$ cat src/rtl/mdd_pkg.sv
`timescale 1ns / 1ps
package mdd_pkg;
	localparam int SENDER_SLOTS   = 4;
	localparam int MESSAGE_SLOTS  = 16;
	localparam int KEY_WIDTH      = 64;
	localparam int LIFETIME_RESET = 20000;

	localparam int SW = (SENDER_SLOTS > 1) ? $clog2(SENDER_SLOTS) : 1;
	localparam int EW = $clog2(MESSAGE_SLOTS);

	typedef enum logic [6:0] {
		S_IDLE   = 7'b0000001,
		S_SENDER = 7'b0000010,
		S_TAKE   = 7'b0000100,
		S_SWEEP  = 7'b0001000,
		S_MASK   = 7'b0010000,
		S_DROP   = 7'b0100000,
		S_DONE   = 7'b1000000
	} state_t;

	localparam logic OP_CHECK  = 1'b0;
	localparam logic OP_RECORD = 1'b1;

	// compare result for one stored message
	typedef struct packed {
		logic id_eq;
		logic expired;
	} cmp_t;

	function automatic logic [EW-1:0] lowest_entry(input logic [MESSAGE_SLOTS-1:0] v);
		logic [EW-1:0] r;
		r = '0;
		for (int i = MESSAGE_SLOTS - 1; i >= 0; i--)
			if (v[i]) r = EW'(i);
		return r;
	endfunction

	function automatic logic [SW-1:0] lowest_sender(input logic [SENDER_SLOTS-1:0] v);
		logic [SW-1:0] r;
		r = '0;
		for (int i = SENDER_SLOTS - 1; i >= 0; i--)
			if (v[i]) r = SW'(i);
		return r;
	endfunction
endpackage

$ cat src/rtl/mdd_entry_store.sv
`timescale 1ns / 1ps
module mdd_entry_store (
	input  logic                    clk,
	input  logic                    wr_en,
	input  logic [mdd_pkg::EW-1:0]  wr_addr,
	input  logic [15:0]             wr_id,
	input  logic [31:0]             wr_ts,
	input  logic                    rd_en,
	input  logic [mdd_pkg::EW-1:0]  rd_addr,
	input  logic [15:0]             cmp_id,
	input  logic [31:0]             now,
	input  logic [30:0]             lifetime,
	output mdd_pkg::cmp_t           cmp
);
	import mdd_pkg::*;

	logic [47:0] mem [MESSAGE_SLOTS];
	logic [47:0] rd_q;
	logic [31:0] age;

	always_ff @(posedge clk) begin
		if (wr_en)
			mem[wr_addr] <= {wr_id, wr_ts};
		if (rd_en)
			rd_q <= mem[rd_addr];
	end

	// wrapping age against lifetime
	assign age         = now - rd_q[31:0];
	assign cmp.id_eq   = (rd_q[47:32] == cmp_id);
	assign cmp.expired = (age > {1'b0, lifetime});
endmodule

$ cat src/rtl/message_duplicate_detector.sv
`timescale 1ns / 1ps
// channel   direction  handshake                 payload
// in        input      in_valid / in_ready       operation, sender_key, message_id, now_ms
// out       output     out_valid / out_ready     duplicate
// config    input      lifetime_we               lifetime_ms
//
// a check sweeps the entry memory with one read per slot through its registered read port,
// then a mask step, then removes each stale match in turn before the result
// a record does sender placement, an eviction of a sender's entries one per cycle, and on a
// full table a purge sweep over the memory, then removal of the oldest entry if still full
// in_ready comes back in the same cycle as the result is loaded; a full output register holds
// the result until out_ready
// reset clears all valid bits and ranks at once; no clearing pass is needed
// the output register frees the input side while a result waits for out_ready
module message_duplicate_detector (
	input  logic                  clk,
	input  logic                  arst_n,
	input  logic                  lifetime_we,
	input  logic [30:0]           lifetime_ms,
	input  logic                  in_valid,
	output logic                  in_ready,
	input  logic                  operation,
	input  logic [63:0]           sender_key,
	input  logic [15:0]           message_id,
	input  logic [31:0]           now_ms,
	output logic                  out_valid,
	input  logic                  out_ready,
	output logic                  duplicate
);
	import mdd_pkg::*;

	state_t state_q, ret_q;
	logic [30:0] lifetime_q;

	logic                 op_q;
	logic [KEY_WIDTH-1:0] key_q;
	logic [15:0]          mid_q;
	logic [31:0]          now_q;
	logic [SENDER_SLOTS-1:0] hit_q;
	logic [SW-1:0]        sidx_q;
	logic                 purged_q;
	logic                 dup_q;

	logic [KEY_WIDTH-1:0] skey_q [SENDER_SLOTS];
	logic [SENDER_SLOTS-1:0] svalid_q;
	logic [SW-1:0]        srank_q [SENDER_SLOTS];

	logic [MESSAGE_SLOTS-1:0] evalid_q;
	logic [SW-1:0]        eslot_q [MESSAGE_SLOTS];
	logic [EW-1:0]        erank_q [MESSAGE_SLOTS];

	logic [EW-1:0]        rd_cnt_q;
	logic                 issue_q;
	logic                 vld_s1;
	logic [EW-1:0]        idx_s1;
	logic [MESSAGE_SLOTS-1:0] live_q, stale_q, liverank_q, mask_q;

	logic                 out_valid_q, out_dup_q;

	cmp_t                 cmp;
	logic                 accept;
	logic [KEY_WIDTH-1:0] in_key;
	logic [SENDER_SLOTS-1:0] in_hit;
	logic [SENDER_SLOTS-1:0] has_entry, cand, candrank;
	logic [SW-1:0]        victim, free_s, hit_s;
	logic [SW-1:0]        vrank;
	logic [SW:0]          scount;
	logic [EW:0]          ecount;
	logic [EW-1:0]        free_e, de, thr;
	logic                 match;
	logic                 snd_wr, ent_wr;
	logic [SW-1:0]        snd_widx;

	assign in_key   = sender_key[KEY_WIDTH-1:0];
	assign in_ready = (state_q == S_IDLE);
	assign accept   = in_valid && in_ready;
	assign out_valid = out_valid_q;
	assign duplicate = out_dup_q;

	always_comb begin
		for (int s = 0; s < SENDER_SLOTS; s++)
			in_hit[s] = svalid_q[s] && (skey_q[s] == in_key);
	end

	// sender bookkeeping
	always_comb begin
		has_entry = '0;
		scount = '0;
		for (int j = 0; j < MESSAGE_SLOTS; j++)
			if (evalid_q[j]) has_entry[eslot_q[j]] = 1'b1;
		for (int s = 0; s < SENDER_SLOTS; s++)
			scount = scount + (SW+1)'(svalid_q[s]);
		cand = svalid_q & ~has_entry;
		candrank = '0;
		for (int s = 0; s < SENDER_SLOTS; s++)
			if (cand[s]) candrank[srank_q[s]] = 1'b1;
		// oldest sender without entries, else the oldest sender
		vrank = (|cand) ? lowest_sender(candrank) : '0;
		victim = '0;
		for (int s = SENDER_SLOTS - 1; s >= 0; s--)
			if (svalid_q[s] && srank_q[s] == vrank) victim = SW'(s);
		free_s = lowest_sender(~svalid_q);
		hit_s  = lowest_sender(hit_q);
	end

	always_comb begin
		ecount = '0;
		for (int j = 0; j < MESSAGE_SLOTS; j++)
			ecount = ecount + (EW+1)'(evalid_q[j]);
		free_e = lowest_entry(~evalid_q);
		de     = lowest_entry(mask_q);
		thr    = lowest_entry(liverank_q);
		match  = evalid_q[idx_s1] && hit_q[eslot_q[idx_s1]] && cmp.id_eq;
	end

	assign snd_wr   = (state_q == S_SENDER) && !(|hit_q);
	assign snd_widx = (scount < (SW+1)'(SENDER_SLOTS)) ? free_s : victim;
	assign ent_wr   = (state_q == S_TAKE) && !(&evalid_q);

	mdd_entry_store u_store (
		.clk      (clk),
		.wr_en    (ent_wr),
		.wr_addr  (free_e),
		.wr_id    (mid_q),
		.wr_ts    (now_q),
		.rd_en    (state_q == S_SWEEP && issue_q),
		.rd_addr  (rd_cnt_q),
		.cmp_id   (mid_q),
		.now      (now_q),
		.lifetime (lifetime_q),
		.cmp      (cmp)
	);

	always_ff @(posedge clk) begin
		if (accept) begin
			key_q <= in_key;
			mid_q <= message_id;
			now_q <= now_ms;
		end
		if (snd_wr)
			skey_q[snd_widx] <= key_q;
		if (ent_wr)
			eslot_q[free_e] <= sidx_q;
	end

	always_ff @(posedge clk or negedge arst_n) begin
		if (!arst_n) begin
			state_q    <= S_IDLE;
			ret_q      <= S_IDLE;
			lifetime_q <= 31'(LIFETIME_RESET);
			op_q       <= OP_CHECK;
			hit_q      <= '0;
			sidx_q     <= '0;
			purged_q   <= 1'b0;
			dup_q      <= 1'b0;
			svalid_q   <= '0;
			evalid_q   <= '0;
			for (int s = 0; s < SENDER_SLOTS; s++) srank_q[s] <= '0;
			for (int j = 0; j < MESSAGE_SLOTS; j++) erank_q[j] <= '0;
			rd_cnt_q   <= '0;
			issue_q    <= 1'b0;
			vld_s1     <= 1'b0;
			idx_s1     <= '0;
			live_q     <= '0;
			stale_q    <= '0;
			liverank_q <= '0;
			mask_q     <= '0;
			out_valid_q <= 1'b0;
			out_dup_q  <= 1'b0;
		end else begin
			if (lifetime_we)
				lifetime_q <= lifetime_ms;
			if (state_q == S_DONE && (!out_valid_q || out_ready)) begin
				out_valid_q <= 1'b1;
				out_dup_q   <= dup_q;
			end else if (out_valid_q && out_ready) begin
				out_valid_q <= 1'b0;
			end

			vld_s1 <= (state_q == S_SWEEP) && issue_q;
			idx_s1 <= rd_cnt_q;

			unique case (state_q)
				S_IDLE: begin
					if (accept) begin
						op_q     <= operation;
						hit_q    <= in_hit;
						purged_q <= 1'b0;
						dup_q    <= 1'b0;
						if (operation == OP_RECORD) begin
							state_q <= S_SENDER;
						end else begin
							rd_cnt_q   <= '0;
							issue_q    <= 1'b1;
							live_q     <= '0;
							stale_q    <= '0;
							liverank_q <= '0;
							state_q    <= S_SWEEP;
						end
					end
				end
				S_SENDER: begin
					if (|hit_q) begin
						sidx_q  <= hit_s;
						state_q <= S_TAKE;
					end else if (scount < (SW+1)'(SENDER_SLOTS)) begin
						svalid_q[free_s] <= 1'b1;
						srank_q[free_s]  <= scount[SW-1:0];
						sidx_q  <= free_s;
						state_q <= S_TAKE;
					end else begin
						// evict victim and reuse its slot as the newest sender
						for (int s = 0; s < SENDER_SLOTS; s++)
							if (srank_q[s] > srank_q[victim])
								srank_q[s] <= srank_q[s] - 1'b1;
						srank_q[victim] <= SW'(SENDER_SLOTS - 1);
						sidx_q <= victim;
						for (int j = 0; j < MESSAGE_SLOTS; j++)
							mask_q[j] <= evalid_q[j] && eslot_q[j] == victim;
						ret_q   <= S_TAKE;
						state_q <= S_DROP;
					end
				end
				S_TAKE: begin
					if (!(&evalid_q)) begin
						evalid_q[free_e] <= 1'b1;
						erank_q[free_e]  <= ecount[EW-1:0];
						state_q <= S_DONE;
					end else if (!purged_q) begin
						rd_cnt_q <= '0;
						issue_q  <= 1'b1;
						stale_q  <= '0;
						state_q  <= S_SWEEP;
					end else begin
						for (int j = 0; j < MESSAGE_SLOTS; j++)
							mask_q[j] <= evalid_q[j] && erank_q[j] == '0;
						ret_q   <= S_TAKE;
						state_q <= S_DROP;
					end
				end
				S_SWEEP: begin
					if (issue_q) begin
						if (rd_cnt_q == EW'(MESSAGE_SLOTS - 1))
							issue_q <= 1'b0;
						else
							rd_cnt_q <= rd_cnt_q + 1'b1;
					end
					if (vld_s1) begin
						if (op_q == OP_CHECK) begin
							live_q[idx_s1]  <= match && !cmp.expired;
							stale_q[idx_s1] <= match && cmp.expired;
							if (match && !cmp.expired)
								liverank_q[erank_q[idx_s1]] <= 1'b1;
						end else begin
							stale_q[idx_s1] <= evalid_q[idx_s1] && cmp.expired;
						end
						if (idx_s1 == EW'(MESSAGE_SLOTS - 1))
							state_q <= S_MASK;
					end
				end
				S_MASK: begin
					if (op_q == OP_CHECK) begin
						// stale matches older than the oldest live match go away; with no live match, all of them go
						for (int j = 0; j < MESSAGE_SLOTS; j++)
							mask_q[j] <= stale_q[j] && (!(|live_q) || erank_q[j] < thr);
						dup_q <= |live_q;
						ret_q <= S_DONE;
					end else begin
						mask_q   <= stale_q;
						purged_q <= 1'b1;
						ret_q    <= S_TAKE;
					end
					state_q <= S_DROP;
				end
				S_DROP: begin
					if (|mask_q) begin
						evalid_q[de] <= 1'b0;
						mask_q[de]   <= 1'b0;
						for (int j = 0; j < MESSAGE_SLOTS; j++)
							if (evalid_q[j] && erank_q[j] > erank_q[de])
								erank_q[j] <= erank_q[j] - 1'b1;
					end else begin
						state_q <= ret_q;
					end
				end
				S_DONE: begin
					if (!out_valid_q || out_ready)
						state_q <= S_IDLE;
				end
				default: state_q <= S_IDLE;
			endcase
		end
	end

	a_busy_after_accept: assert property (@(posedge clk) disable iff (!arst_n)
		accept |=> state_q != S_IDLE)
		else $error("block idle right after taking an item");

	a_drop_valid_only: assert property (@(posedge clk) disable iff (!arst_n)
		state_q == S_DROP |-> (mask_q & ~evalid_q) == '0)
		else $error("drop mask names an empty slot");

	a_take_adds_one: assert property (@(posedge clk) disable iff (!arst_n)
		ent_wr |=> $countones(evalid_q) == $countones($past(evalid_q)) + 1)
		else $error("entry append did not add one entry");

	a_senders_keep: assert property (@(posedge clk) disable iff (!arst_n)
		$countones(svalid_q) >= $countones($past(svalid_q)))
		else $error("sender table shrank");
endmodule
$ cat config.mk
export PLATFORM = sky130hd
export DESIGN_NAME = message_duplicate_detector
export DESIGN_NICKNAME = d
export VERILOG_FILES = /design/src/rtl/mdd_pkg.sv /design/src/rtl/mdd_entry_store.sv /design/src/rtl/message_duplicate_detector.sv
export SDC_FILE = /design/constraint.sdc
export NUM_CORES = 2
export LEC_CHECK = 0
export BUFFER_PORTS_ARGS = -buffer_cell sky130_fd_sc_hd__buf_2
export CAP_MARGIN = 20
export CORE_AREA = 3 3 528 321
export DETAILED_ROUTE_END_ITERATION = 8
export DIE_AREA = 0 0 531 324
export GPL_ROUTABILITY_DRIVEN = 0
export PLACE_DENSITY = 0.55
export SETUP_SLACK_MARGIN = 0.15
export SLEW_MARGIN = 20
export SYNTH_ARGS = -nofsm -noshare
export SYNTH_HDL_FRONTEND = slang
export SYNTH_HIERARCHICAL = 1
export SYNTH_SLANG_ARGS = --single-unit
$ cat constraint.sdc
create_clock -name clk -period 19.9 [get_ports clk]
set_clock_uncertainty 0.2 [all_clocks]
set_input_delay 1.99 -clock clk [delete_from_list [all_inputs] [get_ports clk]]
set_output_delay 1.99 -clock clk [all_outputs]
set_load 0.005 [all_outputs]
## Word-level counts from Yosys, hierarchy flattened

Memory sizes are Yosys's and may differ from the RTL's. A register that Yosys moved wholly into a read port is not among the register bits.
Cells that the tools add are included.

| word-level totals | value |
|---|---|
| register bits | 334 |
| RAM bits | 1056 |
| input bits | 149 |
| memories | 3 |

Memory list:

| name | depth | width | read ports | clocked after memory_dff | wr ports | line | text |
|---|---|---|---|---|---|---|---|
| u_store.mem | 16 | 48 | 1 | 1 | 1 | mdd_entry_store.sv:17 | `logic [47:0] mem [MESSAGE_SLOTS];` |
| skey_q | 4 | 64 | 4 | 0 | 1 | message_duplicate_detector.sv:44 | `logic [KEY_WIDTH-1:0] skey_q [SENDER_SLOTS];` |
| eslot_q | 16 | 2 | 17 | 0 | 1 | message_duplicate_detector.sv:49 | `logic [SW-1:0] eslot_q [MESSAGE_SLOTS];` |

| cells by class | value |
|---|---|
| $add $sub $neg | 40 |
| order comparisons | 97 |
| equal/unequal tests | 69 |
| multiplexer cells | 263 |
| bitwise logic cells | 35 |
| reduce and logical (&&, ||, !) cells | 191 |

Operator list:

| kind | number |
|---|---|
| $mux 4 | 96 |
| $mux 16 | 19 |
| $eq 64x64->1 | 4 |
| $mux 64 | 2 |
| $pmux 64 s2 | 1 |
| $logic_and 1x1->1 | 111 |
| $pmux 16 s2 | 3 |
| $mux 2 | 39 |
| $mux 7 | 11 |
| $or 4x4->4 | 19 |
| $lt 2x3->1 const B | 22 |
| $bwmux 64 | 1 |
| $gt 4x4->1 | 16 |
| $logic_not 4->1 | 16 |
| $lt 4x4->1 | 16 |
| $pmux 16 s4 | 1 |
| $reduce_and 4->1 | 16 |
| $sub 4x1->4 const B | 16 |
| $ne 2x2->1 const B | 30 |
| $pmux 7 s7 | 1 |
| $add 4x1->4 | 12 |
| $bwmux 16 | 3 |
| $pmux 16 s3 | 1 |
| $demux 1 s2 | 21 |
| other kinds (65) | 218 |

## Logic depth before layout (Yosys ltp)

An unclocked memory read counts as a cell.

| depth | value |
|---|---|
| depth after elaboration | 67 |
| gate-level depth with buffers | 25 |
| gate-level depth less buffers | 25 |

## Hierarchy

The synthesis kept the hierarchy.

By module, submodules not included:

| module | instances | cells each | area each (sq um) |
|---|---|---|---|
| mdd_entry_store | 1 | 1529 | 32979.1 |
| message_duplicate_detector | 1 | 2911 | 32916.6 |

## Least setup slack after synthesis

Ideal clock, no wire load.

| timing path | value |
|---|---|
| path kind | flip-flop to flip-flop |
| from | register evalid_q[6] |
| to | memory skey_q[2][0] (enable) |
| library setup time | 0.578 ns |
| arrival | 7.735 ns |
| slack | 11.387 ns |
| cell stages (with the launch flop) | 15 |
| path buffers | 3 |
| clock period less this slack | 8.513 ns |
| cells stage by stage | dfrtp_1 > buf_4 > inv_2 > or3_4 > nand4_4 > nor2_1 > or4_4 > or2_1 > buf_6 > or4_4 > a31oi_4 > a21o_1 > buf_4 > mux2_2 > nor3b_1 |

| on the way | value |
|---|---|
| word-level cells in the longest chain between the ends | 40 |
| elaborated cells between the ends (all ways) | 47 |
| classes of those cells | 4 x eq/ne; 24 x mux; 14 x bitwise; 5 x reduce/logical |

Ends and longest elaborated chain:

| item | line | text |
|---|---|---|
| start, declared | message_duplicate_detector.sv:48 | `logic [MESSAGE_SLOTS-1:0] evalid_q;` |
| start signal, assigned | message_duplicate_detector.sv:157 | `evalid_q <= '0;` |
| start signal, assigned by index | message_duplicate_detector.sv:226 | `evalid_q[free_e] <= 1'b1;` |
| start signal, assigned by index | message_duplicate_detector.sv:277 | `evalid_q[de] <= 1'b0;` |
| $mux 4 (*) | message_duplicate_detector.sv:90 | `if (evalid_q[j]) has_entry[eslot_q[j]] = 1'b1;` |
| $or 4x4->4 (no line) | -- |  |
| $mux 4 (*) | message_duplicate_detector.sv:90 |  |
| $or 4x4->4 (no line) | -- |  |
| $mux 4 (*) | message_duplicate_detector.sv:90 |  |
| $or 4x4->4 (no line) | -- |  |
| $mux 4 (*) | message_duplicate_detector.sv:90 |  |
| $or 4x4->4 (no line) | -- |  |
| (+19 left out) | -- |  |
| $mux 4 | message_duplicate_detector.sv:96 | `if (cand[s]) candrank[srank_q[s]] = 1'b1;` |
| $mux 2 (4 in series) | mdd_pkg.sv:42 | `if (v[i]) r = SW'(i);` |
| $mux 2 (*) | message_duplicate_detector.sv:98 | `vrank = (\|cand) ? lowest_sender(candrank) : '0;` |
| $eq 2x2->1 | message_duplicate_detector.sv:101 | `if (svalid_q[s] && srank_q[s] == vrank) victim = SW'(s);` |
| $logic_and 1x1->1 | message_duplicate_detector.sv:101 |  |
| $mux 2 (3 in series) | message_duplicate_detector.sv:101 |  |
| $mux 2 (*) | message_duplicate_detector.sv:101 |  |
| $mux 2 (*) | message_duplicate_detector.sv:117 | `assign snd_widx = (scount < (SW+1)'(SENDER_SLOTS)) ? free_s : victim;` |
| end, declared | message_duplicate_detector.sv:44 |  |

Mark *: on every way between the ends. The rest lies on a longest branch, timed or not.

==> results.yml <==
routing:
  drc_errors: 0
  avgViaCountPerCell: 6.03
  num_vias: 41800
  drt-pass1-iter-count: 6
  wl_per_cell_microns: 29.2
  ant_nets: 0
  drt_wl_total_mm: 202
  drt_iter0_drc: 5573
finish:
  multi_input_area_sq_um: 22500
  regArea_sq_um: 42000
  fin_nets: 5035
  syn2layout_area_growth_pct: 12.5
  layout-drive-gt1-share: 0.175
  fillers: 14600
clock_tree:
  numCtsBuffers: 149
  cts_tree: "yes"
  numClockSinks: 1434
  postCtsHoldBufs: 0
  post_cts_buffers: 0
  clk_pin_slew_ns: 0.06
  clock_latency_ns: 0.79
  htree_levels: 4
  cts_resized: 0
  cts_root_buffer: "clkbuf_16"
  cts_max_path_buffers: 4
global_route:
  grt_pass1_wl_mm: 291
  grt_max_degree: 116
  grt_overflow_total: 0
  antenna_found_initial: 15
  grt_use_total: 0.233
  grt_pass1_vias: 39300
worst_setup_path:
  critPathArrivalTime_ns: 7.85
  crit_fanout: 17
  endpoint_kind: "flop"
  critPathKind: "flop to flop"
  crit_required_ns: 20.33
  start_kind: "flop"
synthesis:
  yosysUniqueCellTypes: 97
  syn_inst: 4440
  yosysTopAreaCell: "edfxtp_1"
  synth_fp_nets: 4837
  syn_area_sq_um: 65900
  synth_area_leaders: "edfxtp_1, mux4_2, dfrtp_1, ha_1, xnor2_1"
  synth.top_cell.area_share: 0.554
  syn_avg_cell_area_sq_um: 14.8
  synth_edf_count: 1216
  synth_warnings: 6
  ys_seq_area_frac: 0.637
  synthArstFlopShare: 0.152
  synthFlopType: "edfxtp_1"
  synth-seq-cells: 1434
outcome:
  outcome: "finished, final reports clean"
timing:
  max-slew-margin-rel: 0.160
  max_freq_ghz: 0.135
  setup_viol: 0
  fin_crit_sh: 0.373
  fin_setup_tns_ns: 0
  tightestPinTransition_ns: 1.25
  hold_viol: 0
  period_needed_ns: 7.42
  rsz0062_at_grt: "no"
  slew_viol_final: 0
floorplanning:
  start_util: 0.398
  std_cell_rows: 116
  coreArea_sq_um: 165000
  num_io_pins: 152
  die_area_sq_um: 172000
  die_y_microns: 324
  die_x_microns: 531
power:
  irDropWorstVdd_v: 0.0000722
  total_power_uw: 8740
  leakagePower_uw: 0.0253
  p_per_area_nw_per_um2: 118
place:
  hpwl_mm: 132
  port_buffers: 151
flow_run:
  drv_cap: 0
worst_hold_path:
  hold_path_class: "flop to flop"
## worst max-delay path: stages, from the launching register on
cell	delay, ns
edfxtp_1	0.64
inv_1	0.09
ha_1	0.23
inv_1	0.07
fa_1	0.22
a211oi_1	0.13
o211ai_1	0.24
nor4b_1	0.88
o21ai_0	0.34
o211ai_1	0.39
a31o_2	0.32
a21oi_1	0.07
or3_1	0.37
ha_1	0.30
nand3_1	0.17
nor3_1	0.08
a21oi_1	0.17
nand2_1	0.09
o21ai_0	0.33
nor3_1	0.11
nor3_1	0.86
nor4b_1	0.20
nor2_1	0.37
nor3_1	0.16
a21oi_1	0.18
nor2_1	0.05
## report_power, final
part           internal, uW  switching (uW)  total (uW)
clock network          1570            1170        2740
logic                   915            1320        2230
registers              3540             238        3770
total                  6020            2730        8740
## cell usage in the layout (no fill, tap or decap), types with 15 or more instances in the layout
master | Yosys | routed
nand3b_1 | 25 | 25
a31oi_1 | 34 | 34
o2111ai_1 | 16 | 16
edfxtp_1 | 1216 | 1216
a21oi_1 | 149 | 148
xnor2_1 | 157 | 157
mux2i_1 | 15 | 15
mux2_2 | 35 | 35
a211oi_1 | 36 | 35
ha_1 | 236 | 236
nand4_1 | 114 | 114
nand2_1 | 175 | 175
nor2b_1 | 31 | 31
nor2_4 | 1 | 15
o21a_1 | 30 | 30
nand2b_1 | 34 | 34
a221oi_1 | 23 | 23
nand3_1 | 94 | 93
o22ai_1 | 59 | 59
clkbuf_16 | 0 | 156
o2bb2ai_1 | 15 | 15
xor2_1 | 90 | 90
o311ai_0 | 16 | 16
buf_4 | 5 | 72
nor3b_1 | 35 | 32
a21o_1 | 35 | 35
clkinv_2 | 0 | 23
dfrtp_1 | 211 | 206
inv_1 | 246 | 245
clkinv_1 | 1 | 17
o21ai_0 | 242 | 240
nor3_1 | 64 | 59
nor2_1 | 248 | 233
clkbuf_1 | 128 | 38
o211ai_1 | 17 | 17
buf_2 | 20 | 150
mux4_2 | 276 | 276
nor4_1 | 64 | 63
## cells by family (layout without fill, tap and decap cells)
logic type | count (synthesis) | after routing | synth area share
AOI/OAI and AO/OA | 799 | 799 | 0.0790
xor gates and xnor gates | 247 | 247 | 0.0328
adders and majority gates | 249 | 249 | 0.0486
buffers and inverters | 425 | 732 | 0.0251
DFF | 1434 | 1434 | 0.637
muxes | 326 | 326 | 0.103
other | 0 | 2 | 0
and+or+nand+nor | 960 | 960 | 0.0748
## state kept, by name, indices dropped and copies added (netlist names), 31 cells and up
name and flops:
key_q 64, lifetime_q 31, u_store/mem 768, skey_q 256, erank_q 64, now_q 32, u_store/rd_q 48, eslot_q 32
## synth_stat cells (all sizes together) (17+ instances only)
cell type,n
xnor2,157
o21a,30
nand4,115
mux2,35
xor2,90
mux4,276
nor3b,35
o211ai,17
inv,247
clkbuf,128
nor4,67
dfrtp,211
edfxtp,1216
nor3,64
nand3,94
a211oi,37
a31oi,36
nor2b,31
nor2,249
o22ai,60
nand3b,25
nand2,175
a221oi,25
a21o,35
nand2b,34
a21oi,151
ha,236
o21ai,246
buf,49
## per-layer routing
| layer | share of wire | track usage |
|---|---|---|
| met4 | 0.016 | 0.0408 |
| met5 | 0.00036 | 0 |
| met3 | 0.12 | 0.0745 |
| met2 | 0.37 | 0.287 |
| met1 | 0.49 | 0.389 |
## per-stage QoR
| step | setup slack, ns | instance area [sq um] | hold slack, ns | instances | util |
|---|---|---|---|---|---|
| 6_report | 12.48 | 74100 | 0.280 | 6932 | 0.448 |
| 5_1_grt | 12.16 | 74100 | 0.311 | 6930 | 0.448 |
| 4_1_cts | 12.85 | 74100 | 0.279 | 6929 | 0.448 |
| 3_5_place_dp | 12.90 | 69400 | 0.266 | 6669 | 0.420 |
| 3_3_place_gp | 12.89 | 69400 | 0.263 | 6669 | 0.420 |
| 2_1_floorplan | 11.39 | 65900 | 0.235 | 4440 | - |
## area by class of cell
class | count | area share
sequential | 1434 | 0.567
multi-input combinational | 2581 | 0.303
clock buffer | 201 | 0.0559
tap | 2183 | 0.0369
timing repair buffer | 224 | 0.0179
inverter | 248 | 0.0126
clock inverter | 59 | 0.00701
antenna | 2 | 0.0000675
## worst paths after layout
kind | start | to | slack [ns] | cells past startpoint
worst max-delay path | now_q[0] | liverank_q[11] | 12.48 | 25
worst min-delay path | ret_q[6] | ret_q[6] | 0.28 | 1
worst max register to register | now_q[0] | liverank_q[11] | 12.48 | 25
worst min register to register | ret_q[6] | ret_q[6] | 0.28 | 1
max in group asynchronous | arst_n | erank_q[7] | 17.01 | 2
min in group asynchronous | arst_n | stale_q[11] | 1.14 | 1
(Power assumes the default switching activity.)
